[src/rtl/lmsab_pkg.sv]
// Shared constants, types and helpers of the LMS adaptive baseline filter.
package lmsab_pkg;

	localparam int SAMPLE_BITS = 16;
	localparam int MAX_WINDOW  = 32;
	localparam int WIN_BITS    = 6;
	localparam int TAP_BITS    = 5;
	localparam int AGE_BITS    = 6;
	localparam int HALF_BITS   = 5;
	localparam int LINE_DEPTH  = 64;
	localparam int CNT_BITS    = 7;
	localparam int POS_DEPTH   = 17;
	localparam int POS_BITS    = 32;
	localparam int WEIGHT_BITS = 40;
	localparam int W_FRAC      = 24;
	localparam int UPD_SHIFT   = 22;
	localparam int STEP_BITS   = 17;
	localparam int SUM_BITS    = 22;
	localparam int DIV_BITS    = 21;
	localparam int DIV_CNT     = 5;
	localparam int REF_BITS    = 18;
	localparam int EM_BITS     = 36;
	localparam int PROD_BITS   = 56;
	localparam int ACC_BITS    = 64;

	localparam logic [STEP_BITS-1:0] STEP_ONE = 17'h10000;

	typedef enum logic [1:0] {
		OP_SUM,
		OP_REF,
		OP_DOT,
		OP_UPD
	} op_t;

	typedef struct packed {
		logic                 load;
		logic                 rd_en;
		op_t                  op;
		logic [AGE_BITS-1:0]  age;
		logic [TAP_BITS-1:0]  tap;
		logic                 div_start;
		logic                 calc_err;
		logic                 calc_em;
		logic                 out_load;
		logic                 out_last;
		logic [HALF_BITS-1:0] pos_age;
		logic                 clear;
		logic [WIN_BITS-1:0]  win;
	} cmd_t;

	typedef struct packed {
		logic div_done;
		logic out_free;
	} status_t;

	function automatic logic [WIN_BITS-1:0] eff_window(input logic [WIN_BITS-1:0] v);
		logic [WIN_BITS-1:0] r;
		if (v == '0) begin
			r = WIN_BITS'(1);
		end else if (v > WIN_BITS'(MAX_WINDOW)) begin
			r = WIN_BITS'(MAX_WINDOW);
		end else begin
			r = v;
		end
		return r;
	endfunction

endpackage

[src/rtl/lmsab_ctrl.sv]
// Sequencer: per-sample iteration list, tap scans and phase order.
module lmsab_ctrl (
	input  logic                          clk,
	input  logic                          arst_n,
	input  logic                          in_valid,
	input  logic                          last,
	input  logic [lmsab_pkg::WIN_BITS-1:0] window,
	input  lmsab_pkg::status_t            status,
	output logic                          busy,
	output lmsab_pkg::cmd_t               cmd
);
	import lmsab_pkg::*;

	typedef enum logic [2:0] {
		S_IDLE,
		S_NEXT,
		S_SCAN,
		S_DRAIN,
		S_DIV,
		S_ERR,
		S_EM,
		S_OUT
	} state_t;

	state_t               state_q;
	logic [WIN_BITS-1:0]  w_q;
	logic [HALF_BITS-1:0] h_q;
	logic [WIN_BITS-1:0]  seen_q;
	logic                 main_q;
	logic                 mean_q;
	logic                 last_q;
	logic [HALF_BITS-1:0] fl_q;
	logic [HALF_BITS-1:0] age_q;
	logic                 olast_q;
	op_t                  op_q;
	logic [TAP_BITS-1:0]  j_q;
	logic [WIN_BITS-1:0]  n_q;
	logic [HALF_BITS-1:0] base_q;
	logic [1:0]           dr_q;

	logic [WIN_BITS-1:0]  w_new;
	logic [HALF_BITS-1:0] h_new;
	logic [WIN_BITS:0]    kp1;
	logic [HALF_BITS-1:0] flush_new;
	logic                 accept;

	assign accept    = (state_q == S_IDLE) && in_valid;
	assign busy      = state_q != S_IDLE;
	assign w_new     = eff_window(window);
	assign h_new     = HALF_BITS'(w_new >> 1);
	assign kp1       = {1'b0, seen_q} + (WIN_BITS+1)'(1);
	assign flush_new = (kp1 < (WIN_BITS+1)'(h_new)) ? HALF_BITS'(kp1) : h_new;

	always_comb begin
		cmd           = '0;
		cmd.load      = accept;
		cmd.rd_en     = state_q == S_SCAN;
		cmd.op        = op_q;
		cmd.age       = AGE_BITS'({1'b0, base_q} + {1'b0, j_q});
		cmd.tap       = j_q;
		cmd.div_start = (state_q == S_DRAIN) && (dr_q == 2'd2) && (op_q == OP_SUM);
		cmd.calc_err  = state_q == S_ERR;
		cmd.calc_em   = state_q == S_EM;
		cmd.out_load  = (state_q == S_OUT) && status.out_free;
		cmd.out_last  = olast_q;
		cmd.pos_age   = age_q;
		cmd.clear     = (state_q == S_NEXT) && !main_q && (fl_q == '0) && last_q;
		cmd.win       = w_q;
	end

	always_ff @(posedge clk or negedge arst_n) begin
		if (!arst_n) begin
			state_q <= S_IDLE;
			w_q     <= WIN_BITS'(1);
			h_q     <= '0;
			seen_q  <= '0;
			main_q  <= 1'b0;
			mean_q  <= 1'b0;
			last_q  <= 1'b0;
			fl_q    <= '0;
			age_q   <= '0;
			olast_q <= 1'b0;
			op_q    <= OP_REF;
			j_q     <= '0;
			n_q     <= WIN_BITS'(1);
			base_q  <= '0;
			dr_q    <= '0;
		end else begin
			case (state_q)
				S_IDLE: begin
					if (in_valid) begin
						w_q    <= w_new;
						h_q    <= h_new;
						last_q <= last;
						main_q <= seen_q >= WIN_BITS'(h_new);
						mean_q <= seen_q >= {h_new, 1'b0};
						fl_q   <= last ? flush_new : '0;
						if (last) begin
							seen_q <= '0;
						end else if (seen_q < WIN_BITS'(MAX_WINDOW)) begin
							seen_q <= seen_q + WIN_BITS'(1);
						end
						state_q <= S_NEXT;
					end
				end
				S_NEXT: begin
					j_q  <= '0;
					dr_q <= '0;
					if (main_q) begin
						main_q  <= 1'b0;
						age_q   <= h_q;
						olast_q <= last_q && (fl_q == '0);
						state_q <= S_SCAN;
						if (mean_q) begin
							op_q   <= OP_SUM;
							n_q    <= w_q;
							base_q <= '0;
						end else begin
							op_q   <= OP_REF;
							n_q    <= WIN_BITS'(1);
							base_q <= h_q;
						end
					end else if (fl_q != '0) begin
						// flush: raw sample serves as reference
						age_q   <= fl_q - HALF_BITS'(1);
						base_q  <= fl_q - HALF_BITS'(1);
						olast_q <= fl_q == HALF_BITS'(1);
						fl_q    <= fl_q - HALF_BITS'(1);
						op_q    <= OP_REF;
						n_q     <= WIN_BITS'(1);
						state_q <= S_SCAN;
					end else begin
						state_q <= S_IDLE;
					end
				end
				S_SCAN: begin
					if ({1'b0, j_q} == n_q - WIN_BITS'(1)) begin
						dr_q    <= '0;
						state_q <= S_DRAIN;
					end else begin
						j_q <= j_q + TAP_BITS'(1);
					end
				end
				S_DRAIN: begin
					dr_q <= dr_q + 2'd1;
					if (dr_q == 2'd2) begin
						j_q <= '0;
						case (op_q)
							OP_SUM: state_q <= S_DIV;
							OP_REF: begin
								op_q    <= OP_DOT;
								n_q     <= w_q;
								base_q  <= age_q;
								state_q <= S_SCAN;
							end
							OP_DOT:  state_q <= S_ERR;
							OP_UPD:  state_q <= S_OUT;
							default: state_q <= S_IDLE;
						endcase
					end
				end
				S_DIV: begin
					if (status.div_done) begin
						op_q    <= OP_DOT;
						n_q     <= w_q;
						base_q  <= age_q;
						j_q     <= '0;
						state_q <= S_SCAN;
					end
				end
				S_ERR: state_q <= S_EM;
				S_EM: begin
					op_q    <= OP_UPD;
					n_q     <= w_q;
					base_q  <= age_q;
					j_q     <= '0;
					state_q <= S_SCAN;
				end
				S_OUT: begin
					if (status.out_free) begin
						state_q <= S_NEXT;
					end
				end
				default: state_q <= S_IDLE;
			endcase
		end
	end
endmodule

[config.mk]
export PLATFORM = sky130hd
export DESIGN_NAME = lmsab_ctrl
export DESIGN_NICKNAME = d
export VERILOG_FILES = /design/src/rtl/lmsab_pkg.sv /design/src/rtl/lmsab_ctrl.sv
export SDC_FILE = /design/constraint.sdc
export NUM_CORES = 1
export LEC_CHECK = 0
export ABC_AREA = 1
export BUFFER_PORTS_ARGS = -buffer_cell sky130_fd_sc_hd__buf_2
export CAP_MARGIN = 20
export CORE_MARGIN = 5
export CORE_UTILIZATION = 55
export CTS_CLUSTER_DIAMETER = 100
export DETAILED_ROUTE_END_ITERATION = 8
export MAX_ROUTING_LAYER = met4
export PLACE_DENSITY = 0.74
export SLEW_MARGIN = 20
export SYNTH_ARGS = -nofsm -noshare
export SYNTH_HDL_FRONTEND = slang
export SYNTH_SLANG_ARGS = --single-unit
[constraint.sdc]
create_clock -name clk -period 2.1 [get_ports clk]
set_input_delay 0.42 -clock clk [delete_from_list [all_inputs] [get_ports clk]]
set_output_delay 0.42 -clock clk [all_outputs]
set_load 0.1 [all_outputs]
# [Word level (Yosys, flattened, before mapping)]
# Index checks and enable logic that the tools add are counted.
[totals] reg_bits=54 inputBits=12 output_inout_bits=33
[classes] addsub=7 magnitude_cmp=5 eq_ne=23 n_mux=50 reduce_logical=31
[ops] cell="2-to-1 mux 5 bit" count=14
[ops] cell="2-to-1 mux 6 bit" count=10
[ops] cell="one-hot mux 5 bit (4 select lines)" count=2
[ops] cell="one-hot mux 3 bit (8 select lines)" count=1
[ops] cell="one-hot mux 6 bit (4 select lines)" count=1
[ops] cell="2-to-1 mux 2 bit" count=8
[ops] cell="2-to-1 mux 3 bit" count=5
[ops] cell="equality test 3 bit (second input constant)" count=4
[ops] cell="one-hot mux 3 bit (4 select lines)" count=1
[ops] cell="inequality test 2 bit (second input constant)" count=5
[ops] cell="one-hot mux 5 bit (2 select lines)" count=1
[ops] cell="AND reduction 5 bit" count=2
[ops] cell="logical AND 1 bit" count=8
[ops] cell="inequality test 2 x 1 -> 1 bit (second input constant)" count=4
[ops] cell="one-hot mux 2 bit (4 select lines)" count=1
[ops] cell="AND reduction 2 bit" count=4
[ops] cell="AND reduction 4 bit" count=2
[ops] cell="nonzero test 4 bit" count=2
[ops] cell="adder 6 x 1 -> 7 bit (second input constant)" count=1
[ops] cell="< comparator 7 x 5 -> 1 bit" count=1
[ops] cell="adder 5 x 5 -> 6 bit" count=1
[ops] cell="adder 6 x 1 -> 6 bit (second input constant)" count=1
[ops] cell="equality test 2 bit (second input constant)" count=3
[ops] cell="equality test 3 x 2 -> 1 bit (second input constant)" count=2
[ops] cell="other kinds (26)" count=32

# [Depth between registers and ports, before layout]
# Gate-level depths: netlist of run 1.
[depth] word_depth=8 ltp_mapped=16 mapped_depth_nobuf=16

# [Least setup slack after synthesis of run 1]
# OpenSTA, ideal clock, no wires.
[synth_path] path_kind="flip-flop to output port" start="reg j_q[0]" end="out cmd[26] (netlist bit)" arrival_ns=3.356 required_time_ns=1.680 setup_slack_ns=-1.676 stages_incl_launch_ff=6 path_buffers=0 cell_sequence="dfrtp_1 > ha_1 > inv_1 > fa_1 > o21a_1 > xor2_1"
[synth_lines] item="from (decl)" line_no="lmsab_ctrl.sv:36" source="logic [TAP_BITS-1:0] j_q;"
[synth_lines] item="from (signal assigned)" line_no="lmsab_ctrl.sv:141" source="j_q <= j_q + TAP_BITS'(1);"
[synth_lines] item="to (decl)" line_no="lmsab_ctrl.sv:10" source="output lmsab_pkg::cmd_t cmd"

==> run_results.csv, run 1 <==
group,metric,value,unit
synthesis,syn-instance-count,465,
synthesis,synth.distinct_cells,36,
status,status,"finished with violations",
critical_path,reg2reg_depth,14,
critical_path,start_kind,"register",
clocking,h-tree-depth,2,
clocking,insertion_delay,0.31,ns
clocking,cts-root-buf,"clkbuf_8",
drt,via_count,3423,
drt,viasPerCell,5.486,
sta,post-route-period-util,108.5,%
critical_path,rr_endpoint,"fl_q[3]$_DFFE_PN0P_",
die,coreArea,5991,sq um
die,rows,28,
sta,rsz0062_at_grt,"true",
placement,gp_congestion,0.9196,
sta,setup_viol,5,
placement,dp_hpwl,7139,microns
die,die_h,88.78,microns
critical_path,arrival,1.86,ns
die,die_x,88.78,microns
drt,drt_first_iter_violations,208,
status,failed_checks,"setup timing",
synthesis,yosysSeqAreaShare,36.03,%
clocking,cts.hold.buffers_added,0,
clocking,cts_max_path_buffers,2,
drt,wl_per_cell,14.88,microns
placement,port_buffers,44,
sta,relSlewSlack,64.98,%
global_routing,grt_antenna_before_repair,0,
drt,postRouteAntennaNets,0,
layout,diodes,0,
min_path,hp-class,"in2async",
layout,area_growth,32.84,%
synthesis,syn_avg_cell_area,7.340,sq um
sta,finalCriticalPeriod,2.278,ns
critical_path,cpPeakStageDelay,0.44,ns
die,ios,45,
critical_path,worstReg2RegStart,"seen_q[0]$_DFFE_PN0P_",
die,start_util,56.98,%
synthesis,yosys.area.top_type,"dfrtp_1",
sta,clock_skew,0.01159,ns
critical_path,path_class,"reg2out",
job,cap_violations,0,
sta,layout_setup_ws,-0.1776,ns
global_routing,grt_pass1_wl,15410,microns
critical_path,critPathRequiredTime,1.68,ns
synthesis,yosysWarnings,0,
sta,slew_viol_final,0,
critical_path,slowest_stage,"dfrtp_4",
layout,fin_util,75.69,%
global_routing,track_usage,25.75,%
synthesis,synth_area_leaders,"dfrtp_1 (34%), nand2_1 (13%), ha_1 (10%)",
layout,drive_gt1_share,28.60,%
critical_path,critPathTopFamily,"adder cells",
critical_path,critPathCaptureType,"primary output",
sta,worst_slew_pin_slew,0.5218,ns
layout,fin_nets,589,
clocking,cts_tree,"built",
critical_path,critPathBufInv,2,
global_routing,overflow,0,
die,dieArea,7881,sq um
critical_path,crit_chain,"ha_4 -> inv_2 -> fa_2 -> o21a_4 -> xor2_4 -> buf_12",
synthesis,syn_nets,506,
critical_path,reg2reg_setup_slack,0.14,ns
clocking,clkTransAtPathRegs,0.09,ns
global_routing,grt_max_degree,50,
synthesis,mappedNetlistArea,3413,sq um
drt,drc,0,
synthesis,synth_seq_cells,49,
synthesis,yosysTopAreaCellShare,33.72,%
drt,drt-total-wl,9288,microns
sta,hold_viol_final,0,
global_routing,grt_pass1_vias,3320,
critical_path,worstPathMaxFanout,2,
clocking,clock-sinks,49,
drt,drtPass1Iterations,7,
clocking,cts_buffers,5,
sta,clock.fmax,439.1,MHz
==> worst register-to-register path, stage by stage (launching register included) <==
cell	delay, ns
dfrtp_1	0.40
ha_2	0.21
nand2_2	0.10
inv_1	0.07
nor2_4	0.11
ha_4	0.21
a21oi_1	0.11
nand2_1	0.06
nand2_1	0.05
nand2_1	0.08
nand2_2	0.12
nand2_2	0.10
nand2_1	0.07
nand3_1	0.09
a21oi_2	0.13
==> routing by layer <==
| layer | global-route usage, % | vias up | part of all wire, % |
|---|---|---|---|
| li1 | - | 1692 | - |
| met1 | 32.69 | 1615 | 42 |
| met2 | 42.58 | 93 | 50 |
| met3 | 3.631 | 23 | 5.4 |
| met4 | 7.830 | 0 | 2.4 |
| met5 | - | - | 0 |
==> final cells by class <==
type	count	area, sq um
tap	75	93.84
clock inverter	2	35.03
inverter	63	242.7
multi-input combinational	347	2165
clock buffer	6	72.57
sequential	49	1247
fill	453	1456
timing repair buffer	82	678.2
==> flip-flops by register name, summed over array words and instances, names as in the netlist <==
register  flops
n_q           6
seen_q        6
w_q           6
age_q         5
base_q        5
fl_q          5
j_q           5
state_q       3
dr_q          2
op_q          2
last_q        1
main_q        1
mean_q        1
olast_q       1
==> per-stage QoR <==
stage                     setup WS (ns)  std cells  hold WS [ns]  instance area [sq um]  setup TNS (ns)
after floorplan                 -0.4022        465        0.1244                   3601          -1.487
after global placement         -0.07812        610        0.4305                   4248         -0.3664
after detailed placement        -0.1857        610        0.4332                   4248         -0.9304
after CTS                       -0.1991        618        0.1020                   4392         -0.7931
after global routing            -0.2437        624        0.1207                   4534         -0.9933
final                           -0.1776        624       0.09141                   4534         -0.6233
==> repair_timing <==
item | 4_1_cts | 5_1_grt
endpoints found under the hold margin | 0 | 0
pin swaps | 5 | 7
gates resized for setup | 10 | 23
buffers inserted | 0 | 6
endpoints found under the setup margin | 12 | 24
==> logic make-up (layout without fill, tap and decap cells) <==
logic type	count (synthesis)	count (layout)	synth area share (%)
flip-flops	49	49	36.03
AND/OR/NAND/NOR	223	223	27.90
AO/OA/AOI/OAI	84	84	14.22
XOR/XNOR	11	11	2.823
buffers and inverters	69	153	8.174
adder cells (fa/ha/maj)	29	29	10.85
==> Yosys cell counts <==
master	n
nand2_4	1
nor2_2	3
nand3_2	3
o21ai_0	22
buf_2	2
inv_1	56
clkbuf_1	1
inv_2	6
nand3b_1	1
a31oi_4	1
ha_1	28
a31oi_1	2
or2_1	1
o211ai_2	1
inv_4	1
nand3_1	42
o211ai_1	4
nand4_1	2
o21a_1	1
buf_4	2
o21ai_1	9
xnor2_1	5
nor3_1	12
a21oi_1	31
o21bai_1	4
or2_2	1
nor2_1	42
o31ai_1	2
xor2_1	6
fa_1	1
dfrtp_1	46
buf_6	1
nand2_1	115
dfstp_2	3
a21oi_2	1
o22ai_1	6
==> layout by cell type (no fill, tap or decap), types with 5 or more instances in the layout <==
cell      count
dfrtp_2       5
nand3_1      42
nand2_2       8
o22ai_1       6
ha_1         23
nor3_1        9
a21oi_1      28
nor2_2        5
buf_12       11
inv_2        10
inv_1        51
clkbuf_8      5
nor2_1       34
nand2_1     107
o21ai_0      22
o21ai_1       9
nor2_4        6
buf_4        34
buf_2        33
dfrtp_1      38
==> how the worst max path moves through the flow <==
stage	start	end	slack [ns]	cells past startpoint
detailed placement	window[2]	fl_q[3]$_DFFE_PN0P_	-0.19	15
floorplan	j_q[0]$_DFFE_PN0P_	cmd[26]	-0.40	5
global route	j_q[2]$_DFFE_PN0P_	cmd[25]	-0.24	7
global placement	window[2]	fl_q[1]$_DFFE_PN0P_	-0.08	15
finish	j_q[0]$_DFFE_PN0P_	cmd[26]	-0.18	6
CTS	j_q[2]$_DFFE_PN0P_	cmd[25]	-0.20	7
Power of run 1 is not shown: default switching activity piles up to over one toggle a cycle in this logic, so the estimate is an artifact.
==> run 2: changes to the inputs <==
--- a/config.mk
+++ b/config.mk
@@ -14,6 +14,7 @@
 export DETAILED_ROUTE_END_ITERATION = 8
 export MAX_ROUTING_LAYER = met4
 export PLACE_DENSITY = 0.74
+export SKIP_LAST_GASP = 1
 export SLEW_MARGIN = 20
 export SYNTH_ARGS = -nofsm -noshare
 export SYNTH_HDL_FRONTEND = slang
==> run 2 against run 1 <==
Against the previous run: the flow still finishes with violations (setup timing); critical path depth unchanged; count of clock-buffer cells in the layout unchanged; die area unchanged; sequential share of layout area up 0.071 points; via count down 0.61%; fmax about the same; hold slack worse by 0.00098 ns; critical path type unchanged; critical endpoint unchanged.
==> run_results.csv, run 2 (same netlist as run 1, synthesis figures left out) <==
group,metric,value,unit
status,status,"finished with violations",
sta,post-route-period-util,108.5,%
layout,regArea,1246,sq um
die,start_util,56.98,%
clocking,h-tree-depth,2,
clocking,clkTransAtPathRegs,0.09,ns
sta,worst_slew_pin_slew,0.5101,ns
layout,layout_commonest_cell,"nand2_1",
drt,drc,0,
layout,fin_area,4518,sq um
die,dieArea,7881,sq um
critical_path,start_kind,"register",
drt,drtPass1Iterations,5,
placement,gp_congestion,0.9196,
clocking,cts_max_path_buffers,2,
sta,clock_skew,0.01041,ns
critical_path,reg2reg_depth,11,
status,failed_checks,"setup timing",
die,die_h,88.78,microns
global_routing,use_met1,32.69,%
global_routing,grt_max_degree,50,
drt,postRouteAntennaNets,0,
sta,clock.fmax,439.0,MHz
placement,port_buffers,44,
die,die_x,88.78,microns
clocking,cts-root-buf,"clkbuf_8",
drt,wl_per_cell,14.86,microns
critical_path,worstPathMaxFanout,2,
global_routing,grt_pass1_vias,3320,
drt,drt-total-wl,9272,microns
global_routing,track_usage,25.75,%
clocking,cts_tree,"built",
sta,fin_tns_setup,-0.6304,ns
die,rows,28,
drt,drt_first_iter_violations,208,
die,ios,45,
layout,drive_gt1_share,28.05,%
critical_path,critPathCaptureType,"primary output",
placement,place_ws,-0.1857,ns
layout,diodes,0,
clocking,cts_buffers,5,
global_routing,grtUsageMet2,42.58,%
sta,setup_viol,5,
die,coreArea,5991,sq um
sta,layout_setup_ws,-0.1777,ns
layout,multi_input_area,2158,sq um
min_path,hp-class,"in2async",
global_routing,grt.met3_usage,3.631,%
critical_path,rr_endpoint,"fl_q[3]$_DFFE_PN0P_",
layout,area_growth,32.37,%
sta,relSlewSlack,65.76,%
critical_path,reg2reg_setup_slack,0.13,ns
job,cap_violations,0,
layout,fin_nets,589,
layout,reg.largest.list,"n_q (6), seen_q (6), w_q (6)",
drt,viasPerCell,5.452,
sta,rsz0062_at_grt,"true",
critical_path,critPathRequiredTime,1.68,ns
layout,fillers,459,
critical_path,cp-startpoint,"j_q[0]$_DFFE_PN0P_",
placement,postPlaceCellArea,4248,sq um
global_routing,busiest_layer,"met2",
layout,final_cell_mix,"nand2_1 (107), inv_1 (51), nand3_1 (42), dfrtp_1 (39), nor2_1 (35)",
drt,via_count,3402,
critical_path,path_class,"reg2out",
sta,finalCriticalPeriod,2.278,ns
global_routing,overflow,0,
sta,slew_viol_final,0,
critical_path,arrival,1.86,ns
clocking,insertion_delay,0.31,ns
global_routing,grt_antenna_before_repair,0,
clocking,clock-sinks,49,
critical_path,worstReg2RegStart,"seen_q[2]$_DFFE_PN0P_",
global_routing,grt_pass1_wl,15410,microns
sta,hold_viol_final,0,
placement,dp_hpwl,7139,microns
run 2: what timing repair did:
item / 4_1_cts / 5_1_grt
endpoints found under the setup margin: 12 / 24
gates resized for setup: 10 / 18
hold buffers: 0 / 0
buffers inserted: 0 / 6
pin swaps: 5 / 7
run 2: worst max-delay path: stages, from the launching register on:
cell and delay (ns):
dfrtp_4 0.44, ha_4 0.14, inv_2 0.03, fa_2 0.35
o21a_4 0.24, xor2_4 0.15, buf_12 0.19
run 2: layout make-up:
class                      instances  area share [%]
tap                               75           2.077
multi-input combinational        347           47.77
timing repair buffer              82           14.82
clock inverter                     2          0.7754
clock buffer                       6           1.606
sequential                        49           27.58
inverter                          63           5.372
run 2: worst max path at each step:
stage | cells after the start | endpoint | slack (ns)
after floorplan | 5 | cmd[26] | -0.40
after global placement | 15 | fl_q[1]$_DFFE_PN0P_ | -0.08
after detailed placement | 15 | fl_q[3]$_DFFE_PN0P_ | -0.19
after CTS | 7 | cmd[25] | -0.20
after global routing | 7 | cmd[25] | -0.24
final | 6 | cmd[26] | -0.18
run 2: routing by layer:
metal  up-vias  share of wire, %
met4         0               2.4
met5         -                 0
met1      1609                43
met3        23               5.3
met2        80                50
li1       1690                 -
run 2: through the flow:
stage               util [%]  hold slack, ns  instances
floorplan                  -          0.1244        465
global placement       70.91          0.4305        610
detailed placement     70.91          0.4332        610
CTS                    73.31          0.1020        618
global route           75.42          0.1208        624
finish                 75.42         0.09043        624
Power of run 2 is left out for the same reason.
